<file path="src/rtl/core/vmcs_pkg.sv">
// ----------------------------------------------------------------------------
// vmcs_pkg
// shared constants, types and the field code tables of the shadow cache
// ----------------------------------------------------------------------------
package vmcs_pkg;

    localparam int GP_SLOTS      = 15;
    localparam int WIDE_SLOTS    = 34;
    localparam int NATURAL_SLOTS = 26;
    localparam int WORD_SLOTS    = 46;
    localparam int HALF_SLOTS    = 12;

    localparam int WIDE_BASE   = GP_SLOTS;
    localparam int NAT_BASE    = WIDE_BASE + WIDE_SLOTS;
    localparam int WORD_BASE   = NAT_BASE + NATURAL_SLOTS;
    localparam int HALF_BASE   = WORD_BASE + WORD_SLOTS;
    localparam int TOTAL_SLOTS = HALF_BASE + HALF_SLOTS;
    localparam int IDX_W       = $clog2(TOTAL_SLOTS);
    localparam int CNT_W       = $clog2(TOTAL_SLOTS + 1);

    typedef logic [IDX_W-1:0] idx_t;

    localparam logic [2:0] FUNC_READ    = 3'd0;
    localparam logic [2:0] FUNC_WRITE   = 3'd1;
    localparam logic [2:0] FUNC_SET     = 3'd2;
    localparam logic [2:0] FUNC_QUERY   = 3'd3;
    localparam logic [2:0] FUNC_COUNT   = 3'd4;
    localparam logic [2:0] FUNC_COLLECT = 3'd5;
    localparam logic [2:0] FUNC_CLEAR   = 3'd6;

    localparam logic [1:0] ST_OK       = 2'd0;
    localparam logic [1:0] ST_UNCACHED = 2'd1;
    localparam logic [1:0] ST_UNKNOWN  = 2'd2;
    localparam logic [1:0] ST_CAPACITY = 2'd3;

    localparam logic REG_GP_BASE  = 1'b0;
    localparam logic REG_CAPACITY = 1'b1;

    typedef struct packed {
        logic       known;
        logic [IDX_W-1:0] idx;
    } dec_t;

    localparam logic [15:0] WIDE_TAB [34] = '{
        16'h2000, 16'h2002, 16'h2004, 16'h2006, 16'h2008, 16'h200a, 16'h2010,
        16'h2012, 16'h2014, 16'h2016, 16'h201a, 16'h201c, 16'h201e, 16'h2020,
        16'h2022, 16'h202c, 16'h2400, 16'h2800, 16'h2802, 16'h2804, 16'h2806,
        16'h2808, 16'h280a, 16'h280c, 16'h280e, 16'h2810, 16'h2812, 16'h2026,
        16'h2028, 16'h2018, 16'h2024, 16'h200e, 16'h202e, 16'h2032};
    localparam logic [15:0] NAT_TAB [26] = '{
        16'h6000, 16'h6002, 16'h6004, 16'h6006, 16'h6400, 16'h640a, 16'h6800,
        16'h6802, 16'h6804, 16'h6806, 16'h6808, 16'h680a, 16'h680c, 16'h680e,
        16'h6810, 16'h6812, 16'h6814, 16'h6816, 16'h6818, 16'h681a, 16'h681c,
        16'h681e, 16'h6820, 16'h6822, 16'h6824, 16'h6826};
    localparam logic [15:0] WORD_TAB [46] = '{
        16'h4000, 16'h4002, 16'h4004, 16'h4006, 16'h4008, 16'h400a, 16'h400c,
        16'h400e, 16'h4010, 16'h4012, 16'h4014, 16'h4016, 16'h4018, 16'h401a,
        16'h401c, 16'h401e, 16'h4400, 16'h4402, 16'h4404, 16'h4406, 16'h4408,
        16'h440a, 16'h440c, 16'h440e, 16'h4800, 16'h4802, 16'h4804, 16'h4806,
        16'h4808, 16'h480a, 16'h480c, 16'h480e, 16'h4810, 16'h4812, 16'h4814,
        16'h4816, 16'h4818, 16'h481a, 16'h481c, 16'h481e, 16'h4820, 16'h4822,
        16'h4824, 16'h4826, 16'h482a, 16'h482e};
    localparam logic [15:0] HALF_TAB [12] = '{
        16'h0000, 16'h0002, 16'h0800, 16'h0802, 16'h0804, 16'h0806, 16'h0808,
        16'h080a, 16'h080c, 16'h080e, 16'h0810, 16'h0812};

    // code of a slot, general registers from the base register
    function automatic logic [15:0] slot_code(idx_t idx, logic [15:0] base);
        logic [15:0] r;
        int          i;
        begin
            i = int'(idx);
            r = 16'h0;
            if (i < WIDE_BASE)
                r = base + {{(15 - IDX_W){1'b0}}, idx, 1'b0};
            else if (i < NAT_BASE)
                r = WIDE_TAB[i - WIDE_BASE];
            else if (i < WORD_BASE)
                r = NAT_TAB[i - NAT_BASE];
            else if (i < HALF_BASE)
                r = WORD_TAB[i - WORD_BASE];
            else if (i < TOTAL_SLOTS)
                r = HALF_TAB[i - HALF_BASE];
            return r;
        end
    endfunction

    function automatic logic [63:0] slot_mask(idx_t idx);
        logic [63:0] m;
        begin
            m = '1;
            if (int'(idx) >= HALF_BASE)
                m = 64'h0000_0000_0000_ffff;
            else if (int'(idx) >= WORD_BASE)
                m = 64'h0000_0000_ffff_ffff;
            return m;
        end
    endfunction

endpackage

</file>
<file path="src/rtl/core/vmcs_decode.sv">
// ----------------------------------------------------------------------------
// vmcs_decode
// field code to slot index decoder
// ----------------------------------------------------------------------------
module vmcs_decode (
    input  logic [15:0]   code,
    input  logic [15:0]   gp_base,
    output vmcs_pkg::dec_t dec
);
    import vmcs_pkg::*;

    logic [16:0] off;

    always_comb
    begin
        off = {1'b0, code} - {1'b0, gp_base};
        dec = '0;
        if (!off[16] && off[15:0] <= 16'(2 * (GP_SLOTS - 1)))
        begin
            dec.known = 1'b1;
            dec.idx   = IDX_W'(off[15:1]);
        end
        else if (!code[0])
        begin
            unique case (code[14:13])
                2'd0:
                    for (int i = 0; i < HALF_SLOTS; i++)
                        if (HALF_TAB[i] == code)
                        begin
                            dec.known = 1'b1;
                            dec.idx   = IDX_W'(HALF_BASE + i);
                        end
                2'd1:
                    for (int i = 0; i < WIDE_SLOTS; i++)
                        if (WIDE_TAB[i] == code)
                        begin
                            dec.known = 1'b1;
                            dec.idx   = IDX_W'(WIDE_BASE + i);
                        end
                2'd2:
                    for (int i = 0; i < WORD_SLOTS; i++)
                        if (WORD_TAB[i] == code)
                        begin
                            dec.known = 1'b1;
                            dec.idx   = IDX_W'(WORD_BASE + i);
                        end
                default:
                    for (int i = 0; i < NATURAL_SLOTS; i++)
                        if (NAT_TAB[i] == code)
                        begin
                            dec.known = 1'b1;
                            dec.idx   = IDX_W'(NAT_BASE + i);
                        end
            endcase
        end
    end

endmodule

</file>
<file path="config.mk">
export PLATFORM = sky130hd
export DESIGN_NAME = vmcs_decode
export DESIGN_NICKNAME = d
export VERILOG_FILES = /design/src/rtl/core/vmcs_pkg.sv /design/src/rtl/core/vmcs_decode.sv
export SDC_FILE = /design/constraint.sdc
export NUM_CORES = 1
export LEC_CHECK = 0
export BUFFER_PORTS_ARGS = -buffer_cell sky130_fd_sc_hd__buf_2
export CORE_ASPECT_RATIO = 0.7
export CORE_MARGIN = 4
export CORE_UTILIZATION = 35
export DETAILED_ROUTE_END_ITERATION = 10
export GPL_TIMING_DRIVEN = 0
export MAX_ROUTING_LAYER = met4
export SYNTH_ARGS = -nofsm -noshare
export SYNTH_HDL_FRONTEND = slang
export SYNTH_SLANG_ARGS = --single-unit
</file>
<file path="constraint.sdc">
create_clock -name vclk -period 3.75
set_input_delay 0.1875 -clock vclk [all_inputs]
set_output_delay 0.1875 -clock vclk [all_outputs]
set_load 0.05 [all_outputs]
</file>
==> results_dict.tcl <==
set metrics [dict create \
    relSlewSlack 0.264 \
    fin_ws_ns 0.167 \
    seq_area_um2 0 \
    antenna_found_initial 0 \
    nClkBuffers 0 \
    coreArea_um2 6940 \
    synth.top_cell.area_share 0.0780 \
    routed_wl_mm 11.4 \
    drc 0 \
    seq_cells 0 \
    final_cells 540 \
    drtAntennaViolNets 0 \
    p_leak_nw 1.08 \
    finalSetupViolations 0 \
    initial_core_util 0.370 \
    multi_input_area_um2 2370 \
    die-area_um2 8790 \
    power_mw 0.339 \
    vias 3535 \
    synth_common_cells "a21oi_1 (38), nor2_1 (37), nand2_1 (35)" \
    min_period_over_period 0.956 \
    ioPinCount 41 \
    crit_required_ns 3.56 \
    grt_pass1_wl_mm 17.6 \
    synth_area_leaders "ha_1 (7.8%), a21oi_1 (7.4%), nor2_1 (5.4%)" \
    synth.distinct_cells 67 \
    powerDensity_nw_per_um2 114 \
    yosysWarningCount 0 \
    track_usage 0.261 \
    syn_area_per_cell_um2 6.37 \
    ys_seq_area_frac 0 \
    first_pass_iters 7 \
    io_buffers 41 \
    cp-end-kind "output port" \
    timing.fmax_mhz 279 \
    hpwl_mm 9.12 \
    dp.cells 538 \
    num_rows 25 \
    min_period_ns 3.58 \
    dp_slack_ns -0.642 \
    synth_fp_nets 452 \
    path_max_fanout 18 \
    crit_arrival_ns 3.40 \
    ctsHoldBuffers 0 \
    worstMarginPinSlew_ns 1.09 \
    viasPerCell 6.55 \
    fp.dieH_um 79.6 \
    drtIter0Drc 423 \
    grt_max_degree 21 \
    grt_overflow 0 \
    diodes 0 \
    grt_pass1_vias 3168 \
    netlist_area_um2 2570 \
    yosysTopAreaCell "ha_1" \
    status "finished clean" \
    die_x_um 110 \
    path_class "in2out" \
    drv_slew 0 \
    fin_nets 497 \
    gp_congestion 0.980 \
    fillers 773 \
    max_cap_violations 0 \
    hp-class "in2out" \
    worstSetupStartpointType "input pin" \
    synth_most_common_cell "a21oi_1" \
    wl_per_cell_um 21.1 \
    final_layout_size_suffix_gt1_frac 0.191 \
    syn_to_final_growth_pct 15.7 \
    hold_viol_final 0 \
    synthCells 403 \
    max-vdd-ir-drop_mv 0.0716 \
]
[path summary, 6_finish.rpt]
kind / from / endpoint / depth (start not counted)
max: code[1] / dec[2] / 14
min: gp_base[1] / dec[0] / 4
[worst max-delay path: stages]
cell and delay [ns]:
buf_2 0.10, clkbuf_4 0.25, inv_1 0.14, fa_1 0.46
nor2b_1 0.20, o2111ai_2 0.18, a221oi_1 0.29, a31oi_1 0.13
nor4b_4 0.33, nand4_1 0.17, nor4_4 0.27, buf_4 0.18
mux2_4 0.30, buf_2 0.21
[routing by layer]
| metal | GRT usage | part of all wire |
|---|---|---|
| met1 | 0.400 | 0.46 |
| met2 | 0.346 | 0.39 |
| met3 | 0.0687 | 0.14 |
| met4 | 0.0234 | 0.0075 |
| met5 | - | 0 |
[per-stage QoR]
step / TNS (ns) / hold WS [ns] / cell area [um2] / utilization
4_1_cts: 0 / 0.979 / 2910 / 0.420
3_5_place_dp: -4.47 / 0.976 / 2900 / 0.417
6_report: 0 / 0.962 / 2970 / 0.428
5_1_grt: -0.0178 / 1.00 / 2970 / 0.428
3_3_place_gp: -4.92 / 0.987 / 2890 / 0.417
2_1_floorplan: -0.979 / 0.800 / 2570 / -
[cells by family after synthesis]
group           after synthesis  share of synthesized area
mux                           8                     0.0341
xor+xnor                      4                     0.0137
buf+inv                      51                     0.0902
compound gates              138                      0.359
simple gates                185                      0.417
fa+ha+maj                    17                     0.0858
[where the power goes]
part	switching (mW)	internal, mW
logic	0.218	0.120
clock network	0	0
registers	0	0
total	0.218	0.120
[cells in the final DEF (no fill, tap or decap), types with 11 or more instances in the layout]
master,netlist,final
a21oi_1,38,38
buf_2,8,42
buf_4,2,11
ha_1,16,16
inv_1,24,23
nand2_1,35,35
nor2_1,37,37
nor3_1,27,27
nor4_1,15,13
o21ai_0,26,26
o22ai_1,11,11
[timing repair]
action                                  in CTS  in global routing
endpoints found under the setup margin       9                  8
hold endpoints to repair                     0                  0
pin swaps                                    1                  1
buffers inserted                             2                  3
gates resized for setup                      3                 13
[final cells by class]
| class | count | area share |
|---|---|---|
| multi-input combinational | 352 | 0.797 |
| timing repair buffer | 46 | 0.0872 |
| buffer | 24 | 0.0442 |
| tap | 94 | 0.0396 |
| inverter | 24 | 0.0316 |
(Power assumes the default switching activity.)
